## src/hdl/palette_rle_sprite_line_decoder_assert.svh

```systemverilog
// Assertion macros shared by the sprite line decoder RTL.
`ifndef PALETTE_RLE_SPRITE_LINE_DECODER_ASSERT_SVH
`define PALETTE_RLE_SPRITE_LINE_DECODER_ASSERT_SVH
`ifndef SYNTHESIS
// Same-cycle implication: when ante holds, cons must hold in that cycle.
`define PRSLD_ASSERT_IMPL(label, clk, rstn, ante, cons) \
    label: assert property (@(posedge clk) disable iff (!(rstn)) (ante) |-> (cons)) \
        else $error("prsld: same-cycle check failed");
// Next-cycle implication: when ante holds, cons must hold in the next cycle.
`define PRSLD_ASSERT_NEXT(label, clk, rstn, ante, cons) \
    label: assert property (@(posedge clk) disable iff (!(rstn)) (ante) |=> (cons)) \
        else $error("prsld: next-cycle check failed");
`else
`define PRSLD_ASSERT_IMPL(label, clk, rstn, ante, cons)
`define PRSLD_ASSERT_NEXT(label, clk, rstn, ante, cons)
`endif
`endif

```

## src/hdl/prsld_pkg.sv

```systemverilog
// Shared types and constants of the palette run-length sprite line decoder.
package prsld_pkg;

    localparam int PALETTE_ENTRIES_DEF = 256;
    localparam int MAX_WIDTH_DEF       = 4096;

    localparam int FRAME_WIDTH_W = 12;
    localparam int COLUMN_W      = 12;
    localparam int COLOR_W       = 16;
    localparam int ALPHA_W       = 5;
    localparam int PIXEL_W       = ALPHA_W + COLOR_W;
    localparam int RUN_W         = 6;
    localparam int BYTE_W        = 8;
    localparam int INDEX_W       = 8;

    localparam logic [FRAME_WIDTH_W-1:0] FRAME_WIDTH_RESET = 12'd1;
    localparam logic [ALPHA_W-1:0]       ALPHA_OPAQUE      = 5'h1F;

    // Token kinds, taken from the top two bits of a token byte.
    localparam logic [1:0] TK_ALPHA   = 2'b00;
    localparam logic [1:0] TK_LITERAL = 2'b01;
    localparam logic [1:0] TK_REPEAT  = 2'b10;
    localparam logic [1:0] TK_SKIP    = 2'b11;

    typedef enum logic [3:0] {
        PH_TOKEN     = 4'b0001,
        PH_RUN_ALPHA = 4'b0010,
        PH_RUN_INDEX = 4'b0100,
        PH_LITERAL   = 4'b1000
    } phase_t;

    typedef enum logic [2:0] {
        ST_IDLE   = 3'b001,
        ST_DECODE = 3'b010,
        ST_EMIT   = 3'b100
    } ctl_state_t;

    typedef struct packed {
        logic                 action;
        logic                 line_start;
        logic [BYTE_W-1:0]    data_byte;
        logic [INDEX_W-1:0]   palette_index;
        logic [COLOR_W-1:0]   palette_color;
    } item_t;

    typedef struct packed {
        logic                 pixel_valid;
        logic [COLUMN_W-1:0]  column;
        logic [PIXEL_W-1:0]   pixel_value;
        logic                 line_done;
        logic                 overrun;
        logic                 last;
    } result_t;

    typedef struct packed {
        logic                 wr_en;
        logic                 rd_en;
        logic [INDEX_W-1:0]   index;
        logic [COLOR_W-1:0]   color;
    } pal_req_t;

endpackage

```

## src/hdl/prsld_ram.sv

```systemverilog
// Generic single-port synchronous RAM with a registered read.
module prsld_ram #(
    parameter int WIDTH = 16,
    parameter int DEPTH = 256,
    localparam int AW = $clog2(DEPTH)
) (
    input  logic             aclk,
    input  logic             we,
    input  logic             re,
    input  logic [AW-1:0]    addr,
    input  logic [WIDTH-1:0] wdata,
    output logic [WIDTH-1:0] rdata
);

    logic [WIDTH-1:0] mem_reg [DEPTH];
    logic [WIDTH-1:0] rdata_reg;

    always_ff @(posedge aclk) begin
        if (we) begin
            mem_reg[addr] <= wdata;
        end
        if (re) begin
            rdata_reg <= mem_reg[addr];
        end
    end

    assign rdata = rdata_reg;

endmodule

```

## src/hdl/prsld_palette.sv

```systemverilog
// Palette store: RAM plus per-entry valid bits so unwritten entries read as zero.
module prsld_palette import prsld_pkg::*; #(
    parameter int ENTRIES = PALETTE_ENTRIES_DEF,
    localparam int AW = $clog2(ENTRIES)
) (
    input  logic               aclk,
    input  logic               aresetn,
    input  pal_req_t           req,
    output logic [COLOR_W-1:0] rd_color
);

    logic [ENTRIES-1:0] valid_reg;
    logic [ENTRIES-1:0] valid_next;
    logic               hit_reg;
    logic               hit_next;
    logic [AW-1:0]      addr;
    logic [COLOR_W-1:0] ram_q;

    assign addr = AW'(req.index);

    always_comb begin
        valid_next = valid_reg;
        if (req.wr_en) begin
            valid_next[addr] = 1'b1;
        end
        hit_next = hit_reg;
        if (req.rd_en) begin
            hit_next = valid_reg[addr];
        end
    end

    always_ff @(posedge aclk) begin
        if (!aresetn) begin
            valid_reg <= '0;
            hit_reg   <= 1'b0;
        end else begin
            valid_reg <= valid_next;
            hit_reg   <= hit_next;
        end
    end

    prsld_ram #(
        .WIDTH (COLOR_W),
        .DEPTH (ENTRIES)
    ) u_ram (
        .aclk  (aclk),
        .we    (req.wr_en),
        .re    (req.rd_en),
        .addr  (addr),
        .wdata (req.color),
        .rdata (ram_q)
    );

    assign rd_color = hit_reg ? ram_q : '0;

endmodule

```

## config.mk

```make
export PLATFORM = sky130hd
export DESIGN_NAME = prsld_palette
export DESIGN_NICKNAME = d
export VERILOG_FILES = /design/src/hdl/palette_rle_sprite_line_decoder_assert.svh /design/src/hdl/prsld_pkg.sv /design/src/hdl/prsld_ram.sv /design/src/hdl/prsld_palette.sv
export SDC_FILE = /design/constraint.sdc
export NUM_CORES = 2
export LEC_CHECK = 0
export BUFFER_PORTS_ARGS = -buffer_cell sky130_fd_sc_hd__buf_2
export CORE_MARGIN = 3
export CORE_UTILIZATION = 65
export DETAILED_ROUTE_END_ITERATION = 8
export GPL_ROUTABILITY_DRIVEN = 1
export PLACE_DENSITY = 0.91
export SLEW_MARGIN = 20
export SYNTH_ARGS = -nofsm -noshare
export SYNTH_HDL_FRONTEND = slang
export SYNTH_SLANG_ARGS = --single-unit
```

## constraint.sdc

```tcl
create_clock -name aclk -period 7.85 [get_ports aclk]
set_input_delay 0.3925 -clock aclk [delete_from_list [all_inputs] [get_ports aclk]]
set_output_delay 0.3925 -clock aclk [all_outputs]
set_load 0.02 [all_outputs]
```

==> impl_metrics.csv, run 1 <==
group,metric,value,unit
synthesis,ys_seq_area_share,77.3,%
synthesis,synth_ff_type,"edfxtp_1",
global_routing,grt_use_total,59.5,%
synthesis,ys_top_cells_by_area,"edfxtp_1 (74%), mux4_2 (17%), dfxtp_1 (3.1%), o21a_1 (1.2%), mux2i_1 (0.99%)",
status,stop_stage,"5_1_grt",
synthesis,yosysWarnings,0,
placement,io_buffers,43,
status,status,"did not finish",
die,die_w,512,um
synthesis,syn_avg_cell_area,23.0,um2
die,start_util,65.4,%
cts,cts-root-buf,"clkbuf_16",
die,die_h,512,um
synthesis,synth_area,166000,um2
global_routing,grt_remaining_overflow,78,
synthesis,synth.top_cell.area_share,74.2,%
cts,htreeDepth,5,
cts,cts_buffers,419,
synthesis,synth_edf_count,4112,
synthesis,yosys.area.top_type,"edfxtp_1",
synthesis,yosysMostFrequentCell,"edfxtp_1",
cts,clockBufferDepth,4,
global_routing,antenna_found_initial,161,
die,ios,44,
placement,dpl.hpwl,292000,um
synthesis,synth_cell_types,49,
synthesis,synth_cells,7237,
placement,place_congestion,1.08,
global_routing,grt_max_degree,163,
synthesis,synth_common_cells,"edfxtp_1 (4112), mux4_2 (1235), nor2_1 (288), dfxtp_1 (257), o21a_1 (256)",
synthesis,synth_fp_nets,7265,
cts,cts_sinks,4369,
status,error_line,"[ERROR GRT-0232] Routing congestion too high. Check the congestion heatmap in the GUI.",
synthesis,synthArstFlopShare,0,%
synthesis,synth_seq_cells,4369,
die,rows,185,
-- metal layers --
metal,global-route usage (%),overflow
met3,47.4,14
met4,53.2,25
met5,29.0,1
met2,75.1,28
met1,59.1,10
-- what timing repair did --
action | 4_1_cts
hold buffers | 5
resized for setup | 0
buffers inserted | 0
endpoints found under the hold margin | 180
-- per-stage QoR --
stage	utilization, %	cell area [um2]	hold slack, ps	setup WS (ps)	std cells
2_1_floorplan	-	166000	435	4540	7237
3_3_place_gp	67.5	172000	441	2860	10512
3_5_place_dp	67.5	172000	450	2830	10512
4_1_cts	73.0	186000	14.2	3640	11272
-- cell families after synthesis --
| family | Yosys count | share of synthesized area (%) |
|---|---|---|
| simple gates | 519 | 1.33 |
| compound gates | 533 | 2.33 |
| flops | 4369 | 77.3 |
| buf+inv | 411 | 1.27 |
| mux | 1405 | 17.7 |
==> run 2, diff against run 1 <==
--- a/config.mk
+++ b/config.mk
@@ -7,10 +7,10 @@
 export LEC_CHECK = 0
 export BUFFER_PORTS_ARGS = -buffer_cell sky130_fd_sc_hd__buf_2
 export CORE_MARGIN = 3
-export CORE_UTILIZATION = 65
+export CORE_UTILIZATION = 40
 export DETAILED_ROUTE_END_ITERATION = 8
 export GPL_ROUTABILITY_DRIVEN = 1
-export PLACE_DENSITY = 0.91
+export PLACE_DENSITY_LB_ADDON = 0.15
 export SLEW_MARGIN = 20
 export SYNTH_ARGS = -nofsm -noshare
 export SYNTH_HDL_FRONTEND = slang
==> run 2 against run 1 <==
The run now ends clean. Synthesized cell count stayed put. Area after synthesis unchanged.
==> impl_metrics.csv, run 2 <==
group,metric,value,unit
critical_path,crit_path_end_kind,"flop",
run,drv_cap,0,
synthesis,yosys.area.top_type,"edfxtp_1",
cts,clkTransAtPathRegs,60,ps
pwr,p_int,38.3,mW
die,die_h,651,um
sta,min_period,4360,ps
sta,tns,0,ps
detailed_routing,wl_per_cell,37.4,um
cts,clockBufferDepth,4,
synthesis,synth_cells,7237,
status,status,"completed",
pwr,cellPowerDensity,257,nW/um2
global_routing,grt_pass1_wl,696000,um
cts,clock_latency,1050,ps
detailed_routing,drc,0,
worst_hold_path,hold_class,"in2reg",
cts,cts-root-buf,"clkbuf_16",
sta,tightest_slew,1340,ps
detailed_routing,firstDrtPassIters,5,
cts,cts_buffers,453,
die,dieArea,424000,um2
die,die_w,651,um
global_routing,grt_pass1_vias,80839,
sta,finalHoldViolCount,0,
synthesis,yosysMostFrequentCell,"edfxtp_1",
global_routing,grt_max_degree,164,
pwr,p_sw_share,21.9,%
placement,placed_area,176000,um2
synthesis,synth_common_cells,"edfxtp_1 (4112), mux4_2 (1235), nor2_1 (288), dfxtp_1 (257), o21a_1 (256)",
critical_path,required,8630,ps
placement,dp.cells,12741,
synthesis,synth_seq_cells,4369,
pwr,pwr-share-comb,5.0,%
placement,io_buffers,43,
detailed_routing,drt-total-wl,509000,um
pwr,p_leak,59.3,nW
layout,mostFrequentLayoutCell,"edfxtp_1",
synthesis,synth_cell_types,49,
layout,largest_register_ff_count,4096,
detailed_routing,drt_iter0_drc,10595,
synthesis,syn_avg_cell_area,23.0,um2
sta,fmax,0.229,GHz
critical_path,cp_max_fo,85,
synthesis,synth_area,166000,um2
sta,final_max_slew_viol_count,0,
placement,dpl.hpwl,305000,um
critical_path,worstSetupPathType,"in2reg",
cts,cts-resized-gates,0,
pwr,power_frac_seq,52.2,%
die,ios,44,
pwr,power_switching,10.7,mW
synthesis,synth_fp_nets,7265,
synthesis,ys_top_cells_by_area,"edfxtp_1 (74%), mux4_2 (17%), dfxtp_1 (3.1%), o21a_1 (1.2%), mux2i_1 (0.99%)",
pwr,ir_worst_vdd,0.000199,V
detailed_routing,antenna_left,0,
global_routing,antenna_found_initial,32,
layout,final_cell_mix,"edfxtp_1 (4112), mux4_2 (1235), clkbuf_16 (457), buf_4 (366), dfxtp_1 (257)",
global_routing,grt_use_total,23.8,%
global_routing,grt_remaining_overflow,0,
layout,area_delta_synth_final,14.5,%
sta,skew,58.9,ps
sta,post-route-period-util,55.6,%
synthesis,synth_edf_count,4112,
die,start_util,40.2,%
sta,finalSetupViolations,0,
sta,rsz0062_at_grt,"no",
layout,layout.nets,7768,
synthesis,synth.top_cell.area_share,74.2,%
cts,cts_sinks,4369,
layout,finish.instance_area,191000,um2
synthesis,ys_seq_area_share,77.3,%
layout,drive_above_1_share,32.3,%
die,rows,236,
critical_path,startpoint_type,"primary input",
synthesis,synthArstFlopShare,0,%
placement,place_congestion,0.919,
critical_path,arrival,5140,ps
synthesis,synth_ff_type,"edfxtp_1",
pwr,clockPowerShare,42.8,%
layout,final_cells,13621,
cts,cts_tree,"yes",
cts,htreeDepth,5,
sta,relSlewSlack,10.5,%
detailed_routing,viasPerCell,6.00,
synthesis,yosysWarnings,0,
die,core_area,414000,um2
detailed_routing,vias,81671,
run 2: metal layers:
metal | wire length (um) | track usage (%) | share of wire (%) | vias to the layer above
met5 | 0 | 0 | 0 | -
met4 | 20900 | 8.43 | 4.1 | 0
met3 | 42700 | 4.79 | 8.4 | 808
met2 | 233000 | 36.2 | 46 | 3730
met1 | 213000 | 34.3 | 42 | 45154
li1 | - | - | - | 31979
run 2: power groups by stage:
stage / combinational, mW / clock (mW) / sequential (mW)
after floorplan: 1.18 / 0 / 26.0
after detailed placement: 2.44 / 0 / 26.0
after global placement: 2.41 / 0 / 26.0
after global routing: 2.53 / 22.2 / 25.5
after CTS: 2.45 / 21.3 / 25.6
final: 2.44 / 21.0 / 25.6
run 2: logic make-up (layout without fill, tap and decap cells):
group	count (synthesis)	after routing	synth area share, %
other	0	22	0
AOI/OAI and AO/OA	533	533	2.33
DFF	4369	4369	77.3
muxes	1405	1405	17.7
buffers and inverters	411	1299	1.27
and+or+nand+nor	519	519	1.33
run 2: final cells by class:
class	instances	area [um2]
well taps	5474	6850
clock inverters	250	2210
clock buffers	590	12200
flip-flops and latches	4369	129000
inverters	3	18.8
multi-input cells	2457	36600
repair buffers	456	3970
diodes	22	55.1
fillers	34144	223000
run 2: path summary, 6_finish.rpt:
path / startpoint / endpoint / slack (ps) / cells past startpoint
hold / removal: req[7] / u_ram.mem_reg[227][7] / 50 / 1
setup / recovery: req[16] / u_ram.rdata[8] / 3490 / 8
hold reg to reg: valid_reg[3] / valid_reg[3] / 460 / 1
setup reg to reg: u_ram.mem_reg[159][8] / u_ram.rdata[8] / 4230 / 5
run 2: worst max-delay path, stage by stage:
cell and delay (ps):
buf_12 500, buf_12 490, buf_4 420, mux4_2 540, mux4_2 480, a22oi_1 820
nand4_1 630, or3_1 540
run 2: repair_timing:
item,in CTS,in global routing
hold buffers,15,0
hold endpoints to repair,776,0
setup buffers,0,0
run 2: metrics by stage:
step           utilization [%]  setup WS [ps]  power, mW  hold slack [ps]
2_1_floorplan                -           4540       27.2              435
3_3_place_gp              42.5           2400       28.5              441
3_5_place_dp              42.5           2430       28.5              448
4_1_cts                   46.0           3510       49.3             34.4
5_1_grt                   46.1           3330       50.3             41.2
6_report                  46.1           3490       49.0             45.1
Note: power is estimated with default switching activity, not from simulation.
