===== config.mk =====
export PLATFORM = sky130hd
export DESIGN_NAME = prsld_core
export DESIGN_NICKNAME = d
export VERILOG_FILES = /design/src/hdl/palette_rle_sprite_line_decoder_assert.svh /design/src/hdl/prsld_pkg.sv /design/src/hdl/prsld_core.sv
export SDC_FILE = /design/constraint.sdc
export NUM_CORES = 1
export LEC_CHECK = 0
export BUFFER_PORTS_ARGS = -buffer_cell sky130_fd_sc_hd__buf_2
export CORE_AREA = 4 4 209 211
export CTS_CLUSTER_DIAMETER = 100
export DETAILED_ROUTE_END_ITERATION = 16
export DIE_AREA = 0 0 213 215
export SYNTH_ARGS = -nofsm -noshare
export SYNTH_HDL_FRONTEND = slang
export SYNTH_SLANG_ARGS = --single-unit

===== constraint.sdc =====
create_clock -name aclk -period 8.6 [get_ports aclk]
set_input_delay 0.86 -clock aclk [delete_from_list [all_inputs] [get_ports aclk]]
set_output_delay 0.86 -clock aclk [all_outputs]
set_load 0.03 [all_outputs]

===== src/hdl/palette_rle_sprite_line_decoder_assert.svh =====
// Assertion macros shared by the sprite line decoder RTL.
`ifndef PALETTE_RLE_SPRITE_LINE_DECODER_ASSERT_SVH
`define PALETTE_RLE_SPRITE_LINE_DECODER_ASSERT_SVH
`ifndef SYNTHESIS
// Same-cycle implication: when ante holds, cons must hold in that cycle.
`define PRSLD_ASSERT_IMPL(label, clk, rstn, ante, cons) \
    label: assert property (@(posedge clk) disable iff (!(rstn)) (ante) |-> (cons)) \
        else $error("prsld: same-cycle check failed");
// Next-cycle implication: when ante holds, cons must hold in the next cycle.
`define PRSLD_ASSERT_NEXT(label, clk, rstn, ante, cons) \
    label: assert property (@(posedge clk) disable iff (!(rstn)) (ante) |=> (cons)) \
        else $error("prsld: next-cycle check failed");
`else
`define PRSLD_ASSERT_IMPL(label, clk, rstn, ante, cons)
`define PRSLD_ASSERT_NEXT(label, clk, rstn, ante, cons)
`endif
`endif


===== src/hdl/prsld_pkg.sv =====
// Shared types and constants of the palette run-length sprite line decoder.
package prsld_pkg;

    localparam int PALETTE_ENTRIES_DEF = 256;
    localparam int MAX_WIDTH_DEF       = 4096;

    localparam int FRAME_WIDTH_W = 12;
    localparam int COLUMN_W      = 12;
    localparam int COLOR_W       = 16;
    localparam int ALPHA_W       = 5;
    localparam int PIXEL_W       = ALPHA_W + COLOR_W;
    localparam int RUN_W         = 6;
    localparam int BYTE_W        = 8;
    localparam int INDEX_W       = 8;

    localparam logic [FRAME_WIDTH_W-1:0] FRAME_WIDTH_RESET = 12'd1;
    localparam logic [ALPHA_W-1:0]       ALPHA_OPAQUE      = 5'h1F;

    // Token kinds, taken from the top two bits of a token byte.
    localparam logic [1:0] TK_ALPHA   = 2'b00;
    localparam logic [1:0] TK_LITERAL = 2'b01;
    localparam logic [1:0] TK_REPEAT  = 2'b10;
    localparam logic [1:0] TK_SKIP    = 2'b11;

    typedef enum logic [3:0] {
        PH_TOKEN     = 4'b0001,
        PH_RUN_ALPHA = 4'b0010,
        PH_RUN_INDEX = 4'b0100,
        PH_LITERAL   = 4'b1000
    } phase_t;

    typedef enum logic [2:0] {
        ST_IDLE   = 3'b001,
        ST_DECODE = 3'b010,
        ST_EMIT   = 3'b100
    } ctl_state_t;

    typedef struct packed {
        logic                 action;
        logic                 line_start;
        logic [BYTE_W-1:0]    data_byte;
        logic [INDEX_W-1:0]   palette_index;
        logic [COLOR_W-1:0]   palette_color;
    } item_t;

    typedef struct packed {
        logic                 pixel_valid;
        logic [COLUMN_W-1:0]  column;
        logic [PIXEL_W-1:0]   pixel_value;
        logic                 line_done;
        logic                 overrun;
        logic                 last;
    } result_t;

    typedef struct packed {
        logic                 wr_en;
        logic                 rd_en;
        logic [INDEX_W-1:0]   index;
        logic [COLOR_W-1:0]   color;
    } pal_req_t;

endpackage


===== src/hdl/prsld_core.sv =====
// Decoder sequencer: token parsing, run emission and the result register.
module prsld_core import prsld_pkg::*; #(
    parameter int MAX_WIDTH = MAX_WIDTH_DEF,
    localparam int CW = $clog2(MAX_WIDTH + 2**RUN_W)
) (
    input  logic               aclk,
    input  logic               aresetn,
    input  logic               in_valid,
    output logic               in_ready,
    input  item_t              in_item,
    input  logic [CW-1:0]      w_eff,
    output pal_req_t           pal_req,
    input  logic [COLOR_W-1:0] pal_color,
    output logic               out_valid,
    input  logic               out_ready,
    output result_t            out_res
);

    ctl_state_t           state_reg, state_next;
    phase_t               phase_reg, phase_next;
    logic [RUN_W-1:0]     run_reg, run_next;
    logic [ALPHA_W-1:0]   alpha_reg, alpha_next;
    logic [CW-1:0]        col_reg, col_next;
    logic                 fin_reg, fin_next;
    logic                 out_valid_reg, out_valid_next;
    result_t              out_res_reg, out_res_next;
    logic                 lstart_reg, lstart_next;
    logic [BYTE_W-1:0]    byte_reg, byte_next;
    logic [PIXEL_W-1:0]   pix_reg, pix_next;

    // State as seen by the byte under decode, after any line start.
    phase_t               ph_eff;
    logic [RUN_W-1:0]     run_eff;
    logic [ALPHA_W-1:0]   alpha_eff;
    logic [CW-1:0]        col_eff;
    logic                 fin_eff;

    // Outcome of decoding one byte.
    phase_t               dec_ph;
    logic [RUN_W-1:0]     dec_run;
    logic [ALPHA_W-1:0]   dec_alpha;
    logic [CW-1:0]        dec_col;
    logic                 dec_fin;
    logic                 dec_drop;
    logic                 dec_pix;
    logic [PIXEL_W-1:0]   dec_val;
    logic                 dec_emit;

    logic [CW-1:0]        skip_sum;
    logic [CW-1:0]        col_plus_run;
    logic [CW-1:0]        col_plus_one;
    logic [CW-1:0]        emit_inc;
    logic [CW-1:0]        emit_end;
    logic                 out_free;
    logic                 load_out;

    assign out_free = !out_valid_reg || out_ready;

    always_comb begin
        ph_eff    = phase_reg;
        run_eff   = run_reg;
        alpha_eff = alpha_reg;
        col_eff   = col_reg;
        fin_eff   = fin_reg;
        if (lstart_reg) begin
            ph_eff    = PH_TOKEN;
            run_eff   = '0;
            alpha_eff = '0;
            col_eff   = '0;
            fin_eff   = 1'b0;
        end
    end

    assign skip_sum     = col_eff + CW'(byte_reg[RUN_W-1:0]);
    assign col_plus_run = col_eff + CW'(run_eff);
    assign col_plus_one = col_eff + CW'(1);

    always_comb begin
        dec_ph    = ph_eff;
        dec_run   = run_eff;
        dec_alpha = alpha_eff;
        dec_col   = col_eff;
        dec_fin   = fin_eff;
        dec_drop  = 1'b0;
        dec_pix   = 1'b0;
        dec_val   = '0;
        dec_emit  = 1'b0;
        if (!fin_eff) begin
            case (ph_eff)
                PH_TOKEN: begin
                    case (byte_reg[7:6])
                        TK_ALPHA: begin
                            if (byte_reg[5]) begin
                                dec_alpha = byte_reg[ALPHA_W-1:0];
                                dec_run   = RUN_W'(1);
                                dec_ph    = PH_RUN_INDEX;
                            end else if (byte_reg != '0) begin
                                dec_run = {1'b0, byte_reg[ALPHA_W-1:0]};
                                dec_ph  = PH_RUN_ALPHA;
                            end else if (col_eff != '0) begin
                                // End-of-line token; ignored while the column is zero.
                                dec_fin = 1'b1;
                            end
                        end
                        TK_LITERAL: begin
                            dec_run = byte_reg[RUN_W-1:0];
                            if (byte_reg[RUN_W-1:0] != '0) begin
                                dec_ph = PH_LITERAL;
                            end else begin
                                dec_ph  = PH_TOKEN;
                                dec_fin = (col_eff >= w_eff);
                            end
                        end
                        TK_REPEAT: begin
                            dec_run   = byte_reg[RUN_W-1:0];
                            dec_alpha = ALPHA_OPAQUE;
                            dec_ph    = PH_RUN_INDEX;
                        end
                        TK_SKIP: begin
                            dec_col  = skip_sum;
                            dec_drop = (skip_sum > w_eff);
                            dec_ph   = PH_TOKEN;
                            dec_fin  = (skip_sum >= w_eff);
                        end
                        default: begin
                            dec_ph = PH_TOKEN;
                        end
                    endcase
                end
                PH_RUN_ALPHA: begin
                    dec_alpha = byte_reg[ALPHA_W-1:0];
                    dec_ph    = PH_RUN_INDEX;
                end
                PH_RUN_INDEX: begin
                    dec_val = {alpha_eff, pal_color};
                    if (run_eff == '0) begin
                        dec_ph  = PH_TOKEN;
                        dec_fin = (col_eff >= w_eff);
                    end else if (col_eff < w_eff) begin
                        dec_emit = 1'b1;
                    end else begin
                        // Whole run lies past the line end.
                        dec_col  = col_plus_run;
                        dec_run  = '0;
                        dec_drop = 1'b1;
                        dec_ph   = PH_TOKEN;
                        dec_fin  = (col_plus_run >= w_eff);
                    end
                end
                PH_LITERAL: begin
                    dec_val = {ALPHA_OPAQUE, pal_color};
                    if (col_eff < w_eff) begin
                        dec_pix = 1'b1;
                    end else begin
                        dec_drop = 1'b1;
                    end
                    dec_col = col_plus_one;
                    dec_run = run_eff - RUN_W'(1);
                    if (dec_run == '0) begin
                        dec_ph  = PH_TOKEN;
                        dec_fin = (col_plus_one >= w_eff);
                    end
                end
                default: begin
                    dec_ph = PH_TOKEN;
                end
            endcase
        end
    end

    assign emit_inc = col_reg + CW'(1);
    assign emit_end = col_reg + CW'(run_reg);

    always_comb begin
        state_next   = state_reg;
        phase_next   = phase_reg;
        run_next     = run_reg;
        alpha_next   = alpha_reg;
        col_next     = col_reg;
        fin_next     = fin_reg;
        lstart_next  = lstart_reg;
        byte_next    = byte_reg;
        pix_next     = pix_reg;
        out_res_next = out_res_reg;
        load_out     = 1'b0;
        pal_req      = '0;

        case (state_reg)
            ST_IDLE: begin
                if (in_valid) begin
                    if (!in_item.action) begin
                        pal_req.wr_en = 1'b1;
                        pal_req.index = in_item.palette_index;
                        pal_req.color = in_item.palette_color;
                    end else begin
                        pal_req.rd_en = 1'b1;
                        pal_req.index = in_item.data_byte;
                        lstart_next   = in_item.line_start;
                        byte_next     = in_item.data_byte;
                        state_next    = ST_DECODE;
                    end
                end
            end
            ST_DECODE: begin
                if (dec_emit || out_free) begin
                    phase_next  = dec_ph;
                    run_next    = dec_run;
                    alpha_next  = dec_alpha;
                    col_next    = dec_col;
                    fin_next    = dec_fin;
                    lstart_next = 1'b0;
                    if (dec_emit) begin
                        pix_next   = dec_val;
                        state_next = ST_EMIT;
                    end else begin
                        load_out                 = 1'b1;
                        out_res_next.pixel_valid = dec_pix;
                        out_res_next.column      = dec_pix ? COLUMN_W'(col_eff) : '0;
                        out_res_next.pixel_value = dec_pix ? dec_val : '0;
                        out_res_next.line_done   = dec_fin;
                        out_res_next.overrun     = dec_drop;
                        out_res_next.last        = 1'b1;
                        state_next               = ST_IDLE;
                    end
                end
            end
            ST_EMIT: begin
                if (out_free) begin
                    load_out                 = 1'b1;
                    out_res_next.pixel_valid = 1'b1;
                    out_res_next.column      = COLUMN_W'(col_reg);
                    out_res_next.pixel_value = pix_reg;
                    out_res_next.line_done   = 1'b0;
                    out_res_next.overrun     = 1'b0;
                    out_res_next.last        = 1'b0;
                    if (run_reg == RUN_W'(1) || emit_inc >= w_eff) begin
                        // Last visible pixel: skip the rest of the run in one step.
                        out_res_next.last      = 1'b1;
                        out_res_next.overrun   = (run_reg != RUN_W'(1));
                        out_res_next.line_done = (emit_end >= w_eff);
                        col_next               = emit_end;
                        run_next               = '0;
                        phase_next             = PH_TOKEN;
                        fin_next               = (emit_end >= w_eff);
                        state_next             = ST_IDLE;
                    end else begin
                        col_next = emit_inc;
                        run_next = run_reg - RUN_W'(1);
                    end
                end
            end
            default: begin
                state_next = ST_IDLE;
            end
        endcase

        out_valid_next = load_out ? 1'b1 : (out_ready ? 1'b0 : out_valid_reg);
    end

    always_ff @(posedge aclk) begin
        if (!aresetn) begin
            state_reg     <= ST_IDLE;
            phase_reg     <= PH_TOKEN;
            run_reg       <= '0;
            alpha_reg     <= '0;
            col_reg       <= '0;
            fin_reg       <= 1'b1;
            out_valid_reg <= 1'b0;
        end else begin
            state_reg     <= state_next;
            phase_reg     <= phase_next;
            run_reg       <= run_next;
            alpha_reg     <= alpha_next;
            col_reg       <= col_next;
            fin_reg       <= fin_next;
            out_valid_reg <= out_valid_next;
        end
    end

    always_ff @(posedge aclk) begin
        lstart_reg  <= lstart_next;
        byte_reg    <= byte_next;
        pix_reg     <= pix_next;
        out_res_reg <= out_res_next;
    end

    assign in_ready  = (state_reg == ST_IDLE);
    assign out_valid = out_valid_reg;
    assign out_res   = out_res_reg;

endmodule


## Word level (Yosys, flattened, before mapping)

Index checks and enable logic that the tools add are counted.

- Output and inout bits: 65
- Word-level logic and storage cells: 170
- Register bits: 100
- Input bits: 67

- Equal/unequal tests: 18
- $lt $le $gt $ge: 8
- Reduce and logical (&&, ||, !) cells: 22
- Mux-type cells: 99
- Add/sub/neg operators: 7

Operator list:

| operator | number |
|---|---|
| 37-bit 2-to-1 mux | 3 |
| 13-bit 2-to-1 mux | 8 |
| 13-bit >= comparator | 6 |
| 37-bit one-hot mux with 2 select lines | 1 |
| 6-bit 2-to-1 mux | 9 |
| 26-bit 2-to-1 mux | 2 |
| 4-bit 2-to-1 mux | 11 |
| 21-bit 2-to-1 mux | 2 |
| 21-bit one-hot mux with 2 select lines | 1 |
| 13-bit by 6-bit adder with 13-bit output | 3 |
| 13-bit one-hot mux with 3 select lines | 1 |
| 1-bit 2-to-1 mux | 32 |
| 4-bit one-hot mux with 4 select lines | 2 |
| 13-bit by 1-bit adder with 13-bit output, second input constant | 2 |
| 13-bit one-hot mux with 2 select lines | 1 |
| 6-bit one-hot mux with 2 select lines | 2 |
| 3-bit 2-to-1 mux | 7 |
| 5-bit one-hot mux with 2 select lines | 2 |
| 6-bit one-hot mux with 3 select lines | 1 |
| 16-bit 2-to-1 mux | 1 |
| 5-bit 2-to-1 mux | 3 |
| 13-bit > comparator | 1 |
| 13-bit less-than comparator | 1 |
| 13-bit nonzero test | 1 |
| other kinds (32) | 51 |

## Longest topological paths before layout

- Depth in word-level cells: 11
- Gate-level depth with buffers: 21
- Gate-level depth less buffers: 19

## Worst setup path before layout

No wires, ideal clock.

- Path type: register to register
- From: reg lstart_reg
- To: reg out_res_reg (netlist bit out_res[0]) (enable)
- Period minus slack after synthesis: 5.098 ns
- Library setup time: 0.480 ns
- Buffers on the path: 5
- Data required time: 8.120 ns
- Slack: 3.502 ns
- Cell stages (with the launch flop): 14
- Arrival time: 4.619 ns
- Path through: edfxtp_1 buf_2 buf_2 buf_2 buf_2 nor2b_1 ha_1 a41o_1 a22oi_4 and3_1 buf_2 nand3_2 nor2_1 nor2_1

- Cells in the longest elaborated chain, start to end: 9
- Elaborated cells between the ends (all ways): 15
- Those cells by class: order compare: 1; eq/ne: 3; mux: 8; reduce/logical: 3

RTL lines:

| element | line | RTL |
|---|---|---|
| from (decl) | prsld_core.sv:27 | `logic lstart_reg, lstart_next;` |
| from (signal assigned) | prsld_core.sv:281 | `lstart_reg <= lstart_next;` |
| 13-bit 2-to-1 mux | prsld_core.sv:65 | `if (lstart_reg) begin` |
| 13-bit less-than comparator | prsld_core.sv:139 | `end else if (col_eff < w_eff) begin` |
| 1-bit 2-to-1 mux | prsld_core.sv:139 |  |
| 1-bit 2-to-1 mux | prsld_core.sv:136 | `if (run_eff == '0) begin` |
| 1-bit 2-to-1 mux | prsld_core.sv:89 | `case (ph_eff)` |
| 1-bit 2-to-1 mux * | prsld_core.sv:88 | `if (!fin_eff) begin` |
| 1-bit logical OR | prsld_core.sv:205 | `if (dec_emit \|\| out_free) begin` |
| 2-bit != test (no line) | - |  |
| 4-bit AND reduction (no line) * | - |  |
| to (signal assigned) | prsld_core.sv:284 | `out_res_reg <= out_res_next;` |
| to (decl) | prsld_core.sv:26 | `result_t out_res_reg, out_res_next;` |

Mark *: on every way between the ends. The rest lies on a longest branch, timed or not.
A chain may end at the register's enable or synchronous reset.

## Final worst setup path

- From: reg lstart_reg
- To: reg fin_reg

- Cells in the longest elaborated chain, start to end: 10
- Elaborated cells between the ends (all ways): 38
- Those cells by class: add/sub: 4; order compare: 5; eq/ne: 4; mux: 20; reduce/logical: 5

RTL lines:

| element | line | RTL |
|---|---|---|
| branches (longest 10 deep; another with 13-bit by 6-bit adder with 13-bit output) | - |  |
| to (signal assigned) | prsld_core.sv:275 | `fin_reg <= fin_next;` |
| to (decl) | prsld_core.sv:24 | `logic fin_reg, fin_next;` |

Several ways; the timed one is not identified. The select of a mux whose other input is x is not followed.

==> summary.md <==
| Metric | Value |
|---|---|
| Syn Std Cell Area | 9502 um^2 |
| Total gr overflow | 0 |
| Mapped Avg Cell Area | 8.506 um^2 |
| Reg2Reg Depth | 20 |
| Synth warnings | 0 |
| Pwr Total | 0.001075 W |
| Clock Power Share | between 30% and 40% |
| Clk_lat worst skew | 0.36 ns |
| Port bufs | 131 |
| Synth area leaders | edfxtp_1 21%, ha_1 14%, dfxtp_1 7.0%, a21oi_1 4.1%, and2_1 3.7% |
| Pleak | 4.544 nW |
| Hold Startpoint | pix_reg[16] |
| Largest net degree at the start of global routing | 52 |
| Max Cap Viol | 0 |
| CTS resizes | 0 |
| Max incr delay on CP | 0.52 ns |
| DRT Pass-1 Iters | 5 |
| Clk slew on worst S/H paths | 0.08 ns |
| Final worst slack | ~3.4 ns |
| Row cnt | 75 |
| Critical Path AT | 5.52 ns |
| Synth Register Bits | 100 |
| Yosys top cell by area | edfxtp_1 |
| Int Power | 0.0007667 W |
| Rel. slew slack | 28.51% |
| Combinational share of power | about 15% |
| Clock buffer depth | 2 |
| Class of the worst hold path | reg2reg |
| Post-CTS Hold Buffers | 0 |
| Critical path class | reg2reg |
| Overall routed net length | 37,290 um |
| Final worst path period share | 61.04% |
| Max Clock Skew | between 0.01 and 0.015 ns |
| R2R Setup Slk | between 3 and 4 ns |
| Sequential share of power | 48.4% |
| HPWL after DPL | 28,330 um |
| Top_reg_cell synth | edfxtp_1 |
| Pre-CTS WS | ~3.5 ns |
| Syn Inst Count | 1,117 |
| Final setup vio count | 0 |
| Unique masters post-synth | 90 |
| Min Clock Period, post-route | 5.250 ns |
| Core area | 41,760 um^2 |
| Actual transition at the worst max-transition pin | 1.070 ns |
| Die Y-Extent | 215 um |
| Unrepaired setup endpoints after global routing | no |
| First-pass GRT wire length | between 50,000 and 60,000 um |
| Worst path slowest cell | buf_4 |
| Vias in the first global route | 9,210 |
| Vias per cell | 5.441 |
| Crit start category | flip-flop |
| Post-DRT Antenna Nets | 0 |
| Pins Over Slew Limit | 0 |
| Max reg flops | 37 |
| Async set-reset flop share out of synthesis | 0% |
| TNS Setup | 0 ns |
| CTS root buf | clkbuf_16 |
| WP data required | 8.87 ns |
| Routability cong. | 1.046 |
| # IOs | 132 |
| Nets | about 1,400 |
| DR vias | 9,544 |
| TritonCTS Buffers | 9 |
| CTS Sinks | 100 |
| F_max | 190.5 MHz |
| Fillers | 4,453 |
| Die X | 213 um |
| Switching pwr | roughly 0.00031 W |
| DR WL/cell | between 20 and 25 um |
| Worst Path Max Fanout | roughly 50 |
| Final Hold Fails | 0 |
| Clock H-tree levels | 3 |
| CTS tree | yes |
| R2r startpoint | lstart_reg |
| Inserted Diodes | 0 |
| Area grow syn2layout | 15.60% |
| Sequential cell area fraction in the yosys report | about 28% |
| CP cell instances | buf_4 > inv_2 > nand2_1 > inv_2 > xor2_1 > ha_1 > a21oi_1 > a21oi_1 > a41oi_1 > nand2b_1 > o21ai_0 > o31ai_1 > ha_1 > nand4_1 > or2_2 > nor3_1 > nor2_1 > o311ai_0 > nor3_1 > o311ai_1 |
| Share of the synthesized area in the top cell type | 21.17% |
| Drt initial violations | ~1,000 |
| Status | finished, final reports clean |
| DIE AREA | 45,800 um^2 |
| Post-synth EDFFs | 67 |
| Initial antenna violation count | 0 |
| Switching Share | 28.65% |
| Total track usage | between 15 and 20% |
| Maximum vdd ir drop | 0.00009219 V |
| Syn Nets | 1,288 |
| Initial Utilization | 22.75% |
| Worst hold path endpoint | out_res[19] |
| R2r endpoint | fin_reg |
| Hold-critical path depth | 1 |
| CP endpoint kind | flip-flop |
| Share of cells above drive strength 1 | 15.88% |
| Drc violations | 0 |
| Setup bufs post-CTS | 0 |
| Pwr/cell area | 97.83 nW/um^2 |
placed cells by master, fill, tap and decap left out, types with 5 or more instances in the layout:
master	Yosys	final
buf_2	17	131
ha_1	103	103
nand2_1	83	83
nor2_1	81	79
a21oi_1	78	78
edfxtp_1	67	67
and2_1	56	56
o21ai_0	44	44
xnor2_1	40	40
inv_1	39	39
dfxtp_1	33	33
nor3_1	32	32
nand3_1	27	27
nor2b_1	25	25
a21o_1	23	23
xor2_1	22	22
a22o_1	19	19
buf_4	3	19
a31oi_1	18	17
o21ai_1	16	16
a211oi_1	15	15
nand4_1	15	15
o22ai_1	15	15
nor3b_1	12	12
o21a_1	12	12
mux2i_1	12	12
nand2b_1	11	11
a22oi_1	11	11
clkbuf_16	0	9
o31ai_1	8	8
nor4_1	9	8
and3_1	7	7
o211ai_1	7	7
o221ai_1	5	5
a21boi_1	5	5
a221o_1	5	5
a221oi_1	5	5
synth_stat cells (12+ instances only):
master	n
inv_1	39
nor2_1	81
a21oi_1	78
a22o_1	19
xor2_1	22
ha_1	103
o22ai_1	15
o21a_1	12
o21ai_1	16
nor3b_1	12
mux2i_1	12
nand3_1	27
nand4_1	15
buf_2	17
a211oi_1	15
nor2b_1	25
a31oi_1	18
and2_1	56
clkbuf_1	43
nor3_1	32
dfxtp_1	33
nand2_1	83
o21ai_0	44
a21o_1	23
edfxtp_1	67
xnor2_1	40
area by class of cell:
cell class	instances	area (um^2)	area share, %
timing repair buffer	150	798.3	7.267
sequential	100	2673	24.33
clock inverter	6	46.29	0.4215
inverter	43	161.4	1.469
multi-input combinational	906	6402	58.29
clock buffer	10	229.0	2.085
tap	539	674.4	6.140
per-stage QoR:
step           cell area (um^2)  cells  utilization [%]  hold WS, ns
5_1_grt                   10980   1754            26.30       0.5363
3_3_place_gp              10710   1738            25.64       0.5109
2_1_floorplan              9502   1117                -       0.4932
4_1_cts                   10980   1754            26.30       0.5248
3_5_place_dp              10710   1738            25.64       0.5066
6_report                  10980   1754            26.30       0.5231
logic make-up (layout without fill, tap and decap cells):
| group | Yosys count | after routing | synth area share (%) |
|---|---|---|---|
| AO/OA/AOI/OAI | 345 | 345 | 25.18 |
| XOR/XNOR | 62 | 62 | 5.715 |
| adder cells (fa/ha/maj) | 106 | 106 | 13.98 |
| buffers and inverters | 111 | 209 | 4.727 |
| flip-flops | 100 | 100 | 28.13 |
| multiplexers | 12 | 12 | 1.264 |
| AND/OR/NAND/NOR | 381 | 381 | 21.00 |
how the worst max path moves through the flow:
stage,end,slack (ns),startpoint
floorplan,out_res[0],3.50,lstart_reg
global placement,fin_reg,3.53,lstart_reg
detailed placement,fin_reg,3.49,lstart_reg
CTS,fin_reg,3.47,lstart_reg
global route,fin_reg,2.92,lstart_reg
finish,fin_reg,3.35,lstart_reg
per-layer routing:
metal	track usage [%]	vias to the layer above	wire [um]
met5	0	-	0
met4	6.936	0	1762
met3	2.348	106	2990
met2	25.33	555	17110
met1	20.33	4523	15430
li1	-	4360	-
critical path: cells and delay by family, from the launching register on:
family,cells,cell delay [ns]
and+or+nand+nor,7,1.43
buffers and inverters,3,0.97
DFF,1,0.32
adders and majority gates,2,0.53
AOI/OAI and AO/OA,7,1.76
xor gates and xnor gates,1,0.15
power groups by stage:
stage                     registers [W]  clock network, W  logic [W]
final                          0.000520          0.000398   0.000157
after global routing           0.000520          0.000430   0.000169
after CTS                      0.000519          0.000410   0.000154
after detailed placement       0.000530                 0   0.000154
after global placement         0.000530                 0   0.000152
after floorplan                0.000528                 0  0.0000954
Note: power is estimated with default switching activity, not from simulation.
